===== src/rtl/core/binary_mask_conv3x3_wrap_defines.svh =====
// ----------------------------------------------------------------------------
// binary_mask_conv3x3_wrap_defines
// assertion macros shared by the mask convolution block
// ----------------------------------------------------------------------------
`ifndef BINARY_MASK_CONV3X3_WRAP_DEFINES_SVH
`define BINARY_MASK_CONV3X3_WRAP_DEFINES_SVH

`ifndef SYNTHESIS
// checked outside reset, on clk and rst_n of the enclosing module
`define BMC_ASSERT(lbl, prop, msg) \
    lbl: assert property (@(posedge clk) disable iff (!rst_n) prop) else $error(msg);
// checked at every edge, reset included
`define BMC_ASSERT_RST(lbl, prop, msg) \
    lbl: assert property (@(posedge clk) prop) else $error(msg);
`else
`define BMC_ASSERT(lbl, prop, msg)
`define BMC_ASSERT_RST(lbl, prop, msg)
`endif

`endif


===== src/rtl/core/bmc_pkg.sv =====
// ----------------------------------------------------------------------------
// bmc_pkg
// types, sizes and microcode program of the mask convolution block
// ----------------------------------------------------------------------------
package bmc_pkg;

    localparam int MAX_WIDTH  = 256;
    localparam int MAX_HEIGHT = 256;
    localparam int DEPTH      = MAX_WIDTH * MAX_HEIGHT;
    localparam int ADDR_W     = $clog2(DEPTH);

    localparam int POS_W   = 8;
    localparam int SIZE_W  = 9;
    localparam int COEF_W  = 4;
    localparam int NCOEF   = 9;
    localparam int KERN_W  = COEF_W * NCOEF;
    localparam int KIDX_W  = 4;
    localparam int ACC_W   = 8;
    localparam int CIDX_W  = 2;

    localparam logic [SIZE_W-1:0] SIZE_RESET = 9'd256;

    // configuration register indexes
    localparam logic [CIDX_W-1:0] REG_FRAME_WIDTH   = 2'd0;
    localparam logic [CIDX_W-1:0] REG_FRAME_HEIGHT  = 2'd1;
    localparam logic [CIDX_W-1:0] REG_KERNEL_COEFFS = 2'd2;

    // item kinds
    localparam logic KIND_WRITE = 1'b0;
    localparam logic KIND_QUERY = 1'b1;

    localparam int STEP_W = 4;
    typedef logic [STEP_W-1:0] step_t;

    localparam step_t S_FETCH    = 4'd0;
    localparam step_t S_DISP     = 4'd1;
    localparam step_t S_RD1      = 4'd2;
    localparam step_t S_RD2      = 4'd3;
    localparam step_t S_RD3      = 4'd4;
    localparam step_t S_RD4      = 4'd5;
    localparam step_t S_RD5      = 4'd6;
    localparam step_t S_RD6      = 4'd7;
    localparam step_t S_RD7      = 4'd8;
    localparam step_t S_RD8      = 4'd9;
    localparam step_t S_ACC_LAST = 4'd10;
    localparam step_t S_EMIT     = 4'd11;
    localparam step_t S_WRITE    = 4'd12;

    typedef enum logic [2:0] {
        J_NEXT,
        J_WAIT_IN,
        J_DISPATCH,
        J_WAIT_OUT,
        J_GOTO
    } jump_t;

    typedef struct packed {
        logic       in_rdy;
        logic       mem_rd;
        logic       mem_wr;
        logic       acc_clr;
        logic       acc_add;
        logic       out_load;
        logic [1:0] nb_dx;
        logic [1:0] nb_dy;
        jump_t      jump;
        step_t      target;
    } ucode_t;

    typedef struct packed {
        logic in_range;
        logic is_query;
        logic out_free;
    } dp_status_t;

    // control store
    function automatic ucode_t ucode_rom(input step_t s);
        ucode_t uc;
        uc = '{in_rdy: 1'b0, mem_rd: 1'b0, mem_wr: 1'b0, acc_clr: 1'b0,
               acc_add: 1'b0, out_load: 1'b0, nb_dx: 2'd1, nb_dy: 2'd1,
               jump: J_NEXT, target: S_FETCH};
        case (s)
            S_FETCH:
            begin
                uc.in_rdy = 1'b1;
                uc.jump   = J_WAIT_IN;
            end
            S_DISP:
            begin
                uc.mem_rd  = 1'b1;
                uc.acc_clr = 1'b1;
                uc.nb_dx   = 2'd0;
                uc.nb_dy   = 2'd0;
                uc.jump    = J_DISPATCH;
            end
            S_RD1:
            begin
                uc.mem_rd = 1'b1; uc.acc_add = 1'b1; uc.nb_dx = 2'd1; uc.nb_dy = 2'd0;
            end
            S_RD2:
            begin
                uc.mem_rd = 1'b1; uc.acc_add = 1'b1; uc.nb_dx = 2'd2; uc.nb_dy = 2'd0;
            end
            S_RD3:
            begin
                uc.mem_rd = 1'b1; uc.acc_add = 1'b1; uc.nb_dx = 2'd0; uc.nb_dy = 2'd1;
            end
            S_RD4:
            begin
                uc.mem_rd = 1'b1; uc.acc_add = 1'b1; uc.nb_dx = 2'd1; uc.nb_dy = 2'd1;
            end
            S_RD5:
            begin
                uc.mem_rd = 1'b1; uc.acc_add = 1'b1; uc.nb_dx = 2'd2; uc.nb_dy = 2'd1;
            end
            S_RD6:
            begin
                uc.mem_rd = 1'b1; uc.acc_add = 1'b1; uc.nb_dx = 2'd0; uc.nb_dy = 2'd2;
            end
            S_RD7:
            begin
                uc.mem_rd = 1'b1; uc.acc_add = 1'b1; uc.nb_dx = 2'd1; uc.nb_dy = 2'd2;
            end
            S_RD8:
            begin
                uc.mem_rd = 1'b1; uc.acc_add = 1'b1; uc.nb_dx = 2'd2; uc.nb_dy = 2'd2;
            end
            S_ACC_LAST:
            begin
                uc.acc_add = 1'b1;
            end
            S_EMIT:
            begin
                uc.out_load = 1'b1;
                uc.jump     = J_WAIT_OUT;
                uc.target   = S_FETCH;
            end
            S_WRITE:
            begin
                uc.mem_wr = 1'b1;
                uc.jump   = J_GOTO;
                uc.target = S_FETCH;
            end
            default:
            begin
                uc.jump   = J_GOTO;
                uc.target = S_FETCH;
            end
        endcase
        return uc;
    endfunction

endpackage


===== src/rtl/core/bmc_sequencer.sv =====
// ----------------------------------------------------------------------------
// bmc_sequencer
// step counter, control store fetch and conditional jumps
// ----------------------------------------------------------------------------
`include "binary_mask_conv3x3_wrap_defines.svh"

module bmc_sequencer
    import bmc_pkg::*;
(
    input  logic       clk,
    input  logic       rst_n,
    input  logic       in_valid,
    input  dp_status_t status,
    output ucode_t     ctrl
);

    step_t step_reg;
    step_t step_next;

    assign ctrl = ucode_rom(step_reg);

    always_ff @(posedge clk or negedge rst_n)
    begin
        if (!rst_n)
        begin
            step_reg <= S_FETCH;
        end
        else
        begin
            step_reg <= step_next;
        end
    end

    always_comb
    begin
        case (ctrl.jump)
            J_NEXT:
            begin
                step_next = step_reg + step_t'(1);
            end
            J_WAIT_IN:
            begin
                step_next = in_valid ? step_reg + step_t'(1) : step_reg;
            end
            J_DISPATCH:
            begin
                if (!status.in_range)
                begin
                    step_next = S_FETCH;
                end
                else if (!status.is_query)
                begin
                    step_next = S_WRITE;
                end
                else
                begin
                    step_next = step_reg + step_t'(1);
                end
            end
            J_WAIT_OUT:
            begin
                step_next = status.out_free ? ctrl.target : step_reg;
            end
            J_GOTO:
            begin
                step_next = ctrl.target;
            end
            default:
            begin
                step_next = S_FETCH;
            end
        endcase
    end

    `BMC_ASSERT_RST(a_reset_step, !rst_n |-> step_reg == S_FETCH, "step not cleared in reset")
    `BMC_ASSERT(a_accept_dispatch, in_valid && ctrl.in_rdy |=> step_reg == S_DISP,
        "accepted beat not dispatched")
    `BMC_ASSERT(a_write_after_disp, step_reg == S_WRITE |-> $past(step_reg) == S_DISP,
        "mask write not entered from dispatch")
    `BMC_ASSERT(a_step_range, step_reg <= S_WRITE, "step counter out of program")

endmodule


===== config.mk =====
export PLATFORM = sky130hd
export DESIGN_NAME = bmc_sequencer
export DESIGN_NICKNAME = d
export VERILOG_FILES = /design/src/rtl/core/bmc_pkg.sv /design/src/rtl/core/bmc_sequencer.sv
export VERILOG_INCLUDE_DIRS = /design/src /design/src/rtl/core
export SDC_FILE = /design/constraint.sdc
export NUM_CORES = 1
export LEC_CHECK = 0
export BUFFER_PORTS_ARGS = -buffer_cell sky130_fd_sc_hd__buf_2
export CORE_AREA = 8 8 45 47
export DETAILED_ROUTE_END_ITERATION = 10
export DIE_AREA = 0 0 53 55
export GPL_ROUTABILITY_DRIVEN = 0
export PLACE_DENSITY = 0.73
export SLEW_MARGIN = 40
export SYNTH_ARGS = -nofsm -noshare
export SYNTH_HDL_FRONTEND = slang
export SYNTH_SLANG_ARGS = --single-unit
export TNS_END_PERCENT = 50

===== constraint.sdc =====
create_clock -name clk -period 2.2 [get_ports clk]
set_input_delay 0.22 -clock clk [delete_from_list [all_inputs] [get_ports clk]]
set_output_delay 0.22 -clock clk [all_outputs]
set_load 0.01 [all_outputs]

Word-level counts from Yosys, hierarchy flattened
Index checks and enable logic that the tools add are counted.
{ "totals": {"ff_bits": 4, "inputBits": 6, "output_inout_bits": 17, "word_cells": 37} }
{ "op_classes": {"n_addsub": 1, "n_eq_ne": 17, "n_mux": 13, "reduce_logical": 5} }
{ "op_table": {"columns": ["cell", "count"], "rows": [
  ["$pmux 4 s8", 1],
  ["$eq 4x4->1 const B", 5],
  ["$reduce_or 9->1", 2],
  ["$eq 4x3->1 const B", 4],
  ["$mux 4", 4],
  ["$pmux 4 s4", 1],
  ["$pmux 3 s4", 1],
  ["$eq 4x2->1 const B", 2],
  ["$eq 3x2->1 const B", 2],
  ["$mux 1", 6],
  ["$add 4x1->4 const B", 1],
  ["$eq 4x1->1 const B", 1],
  ["$logic_not 4->1", 1],
  ["$ne 2x2->1 const B", 2],
  ["$eq 3x1->1 const B", 1],
  ["$logic_not 3->1", 1],
  ["$reduce_and 2->1", 1]
]} }

Logic depth before layout (Yosys ltp)
Gate-level depths: netlist (run 1).
{ "depth": {"ltp_word": 6, "depth_mapped": 7, "depth_no_buf": 6} }

Least setup slack after synthesis (run 1)
No wires, ideal clock.
{ "synth_path": {"path_type": "register -> output", "startpoint": "register step_reg[0]", "endpoint": "output port ctrl[6] (netlist bit)", "arrival_ns": 1.706, "required_ns": 1.980, "setup_slack_ns": 0.274, "path_stages_with_launch": 7, "n_path_buf": 1, "path_cell_list": "dfrtp_1 ha_1 clkbuf_1 or3_1 o31a_1 a2bb2oi_1 nor3_1"} }
{ "synth_lines": {"columns": ["element", "line_no", "text"], "rows": [
  ["start: declaration", "bmc_sequencer.sv:17", "step_t step_reg;"],
  ["start signal: assignment", "bmc_sequencer.sv:30", "step_reg <= step_next;"],
  ["end: declaration", "bmc_sequencer.sv:14", "output ucode_t ctrl"]
]} }

==> results.cfg, run 1 <==
[outcome]
status = complete, no violations

[finish]
num_antenna_cells = 0
largest_reg_flops = 4
instances_no_fill = 111
drive_above_1_share_pct = 32.6
nets = 107
area_growth_syn_to_layout_pct = 18.8

[drt]
drt_iter0_markers = 6
drcViolationCount = 0
wl_per_cell_microns = 12.5
drt-pass1-iter-count = 4
ant_nets = 0
num_vias = 573
routed_via_density = 5.16
routed_wl_mm = 1.39

[setup_path]
slowest_stage = dfrtp_1
criticalPathCategory = register to output port
end_kind = output port
cp.required_ps = 1980
cp_max_fo = 16
r2r-start = step_reg[0]$_DFFE_PN0P_
critPathLaunch = step_reg[3]$_DFFE_PN0P_
max_stage_delay_ps = 540
start_kind = register
crit_arrival_ps = 1830
crit_chain = or3_1 > o31a_1 > a2bb2oi_1 > nor3_1 > buf_2

[timing]
fin_tns_setup_ps = 0
period_needed_ps = 2050
grt_setup_unrepaired = false
report.final.slew_viol_count = 0
max_freq_ghz = 0.487
fin_crit_sh_pct = 93.3
hold_viol = 0
report.final.setup_viol = 0
finClkSkew_ps = 0.390

[global_route]
grt_use_total_pct = 9.69
antenna_found_initial = 0
grt_pass1_vias = 529
grt_max_degree = 17
grt_overflow = 0
grt_pass1_wl_mm = 2.20

[pwr]
intPower_w = 0.000499
switching_share_pct = 49.4
p_per_area_nw_per_um2 = 1420
clockPowerShare_pct = 8.9
peakVddDrop_mv = 0.539
power_frac_seq_pct = 13.8
p_sw_w = 0.000488
pwr-share-comb_pct = 77.3
power_leakage_nw = 0.369

[synth]
postSynthCellCount = 79
synth_seq_area_share_pct = 17.1
ys_ff_latch = 4
yosys_warnings = 0
synth.cell_area_sq_um = 584
synth_cell_type_count = 37
avgSynthCellArea_sq_um = 7.40

[floorplanning]
rows = 14
dieArea_sq_um = 2920
die_w_microns = 53
coreArea_sq_um = 1380
io_pins = 23
die_h_microns = 55
initial_core_util_pct = 42.2

[cts]
tritoncts = built
post_cts_buffers = 0
path_clk_slew_ps = 30
cts_root_buf = clkbuf_4
clock_path_buffers = 2
cts_sinks = 4
insertion_delay_ps = 230
cts_inserted_buffers = 3
htree_levels = 1

[placement]
post-place-cells = 107
dp_hpwl_mm = 1.08
io_buffers = 18

[flow_run]
cap_violations = 0

[worst_hold_path]
hold_path.class = primary input to register
worstHoldStart = status[1]
-- cell families after synthesis --
group | after synthesis | synth area share, %
muxes | 2 | 3.43
AOI/OAI and AO/OA | 22 | 26.3
adders and majority gates | 4 | 8.57
and+or+nand+nor | 28 | 27.6
xor gates and xnor gates | 1 | 1.50
DFF | 4 | 17.1
other | 1 | 0.642
buffers and inverters | 17 | 14.8
-- cell usage in the layout, fill, tap and decap left out, types with 3 or more instances in the layout --
cell type / instances
o21ai_1: 4
clkbuf_4: 3
buf_2: 18
nor2_1: 10
a21oi_1: 4
dfrtp_1: 4
conb_1: 4
o22ai_1: 3
nand2_1: 5
inv_1: 5
-- cells in the mapped netlist --
cell type / number / area [sq um]
o22ai_1: 3 / 18.8
a21oi_1: 4 / 20.0
a21boi_1: 1 / 7.51
conb_1: 1 / 3.75
a31oi_1: 1 / 6.26
dfrtp_1: 4 / 100
or3_1: 1 / 6.26
a21boi_2: 1 / 11.3
a221oi_1: 1 / 8.76
nor3_1: 2 / 10.0
buf_2: 3 / 15.0
xnor2_1: 1 / 8.76
nor3b_2: 1 / 12.5
mux2i_1: 2 / 20.0
inv_1: 5 / 18.8
buf_1: 1 / 3.75
buf_4: 5 / 37.5
nor2_1: 10 / 37.5
o21a_1: 1 / 7.51
ha_1: 4 / 50.1
clkbuf_1: 2 / 7.51
nor3b_4: 1 / 18.8
or2_1: 1 / 6.26
and3_1: 1 / 6.26
a22oi_1: 1 / 7.51
nand2_1: 5 / 18.8
o211ai_2: 1 / 12.5
or3b_4: 1 / 11.3
nand3b_1: 1 / 7.51
nor2b_1: 1 / 6.26
o31a_1: 1 / 8.76
o21ai_1: 4 / 20.0
a21o_1: 1 / 7.51
or4_1: 1 / 7.51
inv_2: 1 / 3.75
nand2b_1: 2 / 12.5
a2bb2oi_1: 2 / 17.5
-- critical path: cells and delay by family, from the launching register on --
family / cells / cell delay [ps]
flip-flops: 1 / 540
AND/OR/NAND/NOR: 2 / 650
buffers and inverters: 1 / 160
AO/OA/AOI/OAI: 2 / 260
-- stage by stage --
step	setup WS (ps)	cell area, sq um	power, W	hold WS [ps]	util, %
floorplan	274	596	0.000691	-75.6	-
global placement	280	657	0.000876	27.9	47.5
detailed placement	198	657	0.000896	28.7	47.5
CTS	60.8	689	0.000995	308	49.8
global route	59.8	694	0.00108	344	50.2
finish	148	694	0.000986	323	50.2
-- metal layers --
| metal | track usage [%] | wire, microns | vias up |
|---|---|---|---|
| met5 | 0 | 0 | - |
| li1 | - | - | 297 |
| met1 | 10.6 | 560 | 263 |
| met4 | 6.47 | 0 | 0 |
| met2 | 17.4 | 740 | 13 |
| met3 | 1.07 | 87 | 0 |
-- worst paths after layout --
path                            slack [ps]  cells after the start                      end
worst max register to register         240                      6  step_reg[1]$_DFFE_PN0P_
max in group asynchronous             1750                      2  step_reg[2]$_DFFE_PN0P_
worst max-delay path                   150                      5                  ctrl[6]
worst min-delay path                   320                      3  step_reg[3]$_DFFE_PN0P_
min in group asynchronous              330                      2  step_reg[0]$_DFFE_PN0P_
worst min register to register         580                      2  step_reg[0]$_DFFE_PN0P_
-- power groups by stage --
stage / Sequential [W] / Combinational [W] / Clock, W
CTS: 0.000136 / 0.000765 / 0.0000934
detailed placement: 0.000137 / 0.000759 / 0
finish: 0.000136 / 0.000762 / 0.0000876
global route: 0.000145 / 0.000842 / 0.0000928
global placement: 0.000135 / 0.000741 / 0
floorplan: 0.000119 / 0.000573 / 0
-- cell type report --
cell class	count	area, sq um
Timing Repair Buffer	21	115
Multi-Input combinational cell	61	414
Inverter	6	22.5
Sequential cell	4	100
Clock buffer	3	22.5
Fill cell	135	689
Tap cell	16	20.0
-- repair_timing --
action	in CTS	in global routing
hold endpoints to repair	4	0
hold buffers	1	0
endpoints found under the setup margin	0	1
gates resized for setup	0	2
Note: power is estimated with default switching activity, not from simulation.
==> run 2: changes to the inputs <==
Settings changed: SETUP_SLACK_MARGIN set to 0.5.
==> run 2 against run 1 <==
Net effect:
- critical path depth rose by 1
- die area did not move
- global-route usage rose by 2.5 points
- sequential share of layout area fell by 2.9 points
- clock power fell by 3.8%
- sequential power rose by 7%
- via count rose by 16%
- non-clock buffer count rose by 13
- register-to-register slack improved by 150 ps
- highest routed layer is now met4
- hold slack improved by 6.8 ps
- cell count rose by 12%
==> results.cfg, run 2 (synthesized netlist as in run 1, its figures left out) <==
[floorplanning]
die_h_microns = 55
initial_core_util_pct = 42.2
coreArea_sq_um = 1380
io_pins = 23
die_w_microns = 53
dieArea_sq_um = 2920
rows = 14

[global_route]
antenna_found_initial = 0
grt_pass1_vias = 721
grt_use_total_pct = 12.2
grt_max_degree = 11
grt_overflow = 0
grt_pass1_wl_mm = 2.77

[placement]
io_buffers = 18
dp_hpwl_mm = 1.11

[pwr]
p_per_area_nw_per_um2 = 1480
peakVddDrop_mv = 0.766
power_leakage_nw = 0.444

[setup_path]
ff2ff_path_depth = 6
r2r_setup_slack_ps = 390
cp-endpoint = ctrl[6]
critPathLaunch = step_reg[0]$_DFFE_PN0P_
cp_max_fo = 4
regToRegEndpoint = step_reg[1]$_DFFE_PN0P_
r2r-start = step_reg[1]$_DFFE_PN0P_
criticalPathCategory = register to output port
cp.required_ps = 1980
end_kind = output port
crit_arrival_ps = 1730
start_kind = register

[finish]
largest_reg_flops = 4
multi_input_area_sq_um = 504
area_growth_syn_to_layout_pct = 52.7
layout_commonest_cell = buf_2
num_antenna_cells = 0
drive_above_1_share_pct = 52.8
final_util_pct = 64.5
nets = 120
fillCellCount = 114
layout_common_cells = buf_2 (18), buf_4 (13), nor2_1 (10)
register_area_sq_um = 103

[timing]
report.final.setup_viol = 0
fin_tns_setup_ps = 0
hold_viol = 0
period_needed_ps = 1950
fin_crit_sh_pct = 88.7
finClkSkew_ps = 0.678
report.final.slew_viol_count = 0
grt_setup_unrepaired = true
max_freq_ghz = 0.512

[cts]
insertion_delay_ps = 220
cts_root_buf = clkbuf_4
cts_inserted_buffers = 3
tritoncts = built
cts_sinks = 4
htree_levels = 1
path_clk_slew_ps = 30
clock_path_buffers = 2

[drt]
drt_iter0_markers = 12
num_vias = 665
wl_per_cell_microns = 14.2
ant_nets = 0
routed_via_density = 5.36
routed_wl_mm = 1.76
drcViolationCount = 0
drt-pass1-iter-count = 4

[worst_hold_path]
hold_path.class = primary input to asynchronous set/reset pin

[flow_run]
cap_violations = 0

[outcome]
status = complete, no violations
==> run 2: changes by cell type in the layout (fill, tap and decap cells not counted), sizes merged <==
cell,delta
buf,+13
==> run 2: timing repair <==
item / in CTS / in global routing
hold endpoints to repair: 4 / 0
hold buffers: 1 / 0
buffers inserted: 12 / 1
pin swaps: 6 / 1
gates resized for setup: 16 / 2
endpoints found under the setup margin: 16 / 14
gates cloned: 0 / 0
==> run 2: critical path: stages, from the launching register on <==
cell and delay [ps]:
dfrtp_2 440, ha_4 190, or3_4 330, o31a_1 120, a2bb2oi_2 140, nor3_2 150
buf_2 140
==> run 2: report_power, final <==
group          switching, W  internal [W]  total (W)
Clock             0.0000237     0.0000606  0.0000843
Sequential        0.0000442      0.000101   0.000146
Combinational      0.000542      0.000547    0.00109
Total              0.000609      0.000709    0.00132
==> run 2: how the worst min path moves through the flow <==
stage / end / slack [ps]
final: step_reg[0]$_DFFE_PN0P_ / 330
after CTS: step_reg[0]$_DFFE_PN0P_ / 320
after floorplan: step_reg[0]$_DFFE_PN0P_ / -80
after global placement: step_reg[3]$_DFFE_PN0P_ / 30
after global routing: step_reg[0]$_DFFE_PN0P_ / 330
after detailed placement: step_reg[0]$_DFFE_PN0P_ / 30
==> run 2: layer usage <==
metal / part of all wire (%) / routed length [microns] / track usage (%) / vias to the layer above
met5: 0 / 0 / 0 / -
met4: 0.68 / 12 / 7.33 / 0
met3: 4.3 / 75 / 1.87 / 2
met2: 58 / 1020 / 26.0 / 16
met1: 37 / 645 / 10.1 / 323
li1: - / - / - / 324
==> run 2: cell type report <==
| type | instances | area share (%) |
|---|---|---|
| Tap cell | 16 | 2.24 |
| Sequential cell | 4 | 11.5 |
| Clock buffer | 3 | 2.52 |
| Timing Repair Buffer | 34 | 24.7 |
| Inverter | 6 | 2.52 |
| Multi-Input combinational cell | 61 | 56.5 |
==> run 2: through the flow <==
stage | setup slack [ps] | instance area (sq um) | hold WS [ps] | cells | total power [W]
finish | 248 | 892 | 330 | 124 | 0.00132
global placement | 227 | 674 | 28.0 | 107 | 0.000910
floorplan | 406 | 623 | -75.6 | 82 | 0.000727
global route | 179 | 892 | 333 | 124 | 0.00143
CTS | 240 | 872 | 320 | 123 | 0.00126
detailed placement | 221 | 674 | 30.5 | 107 | 0.000921
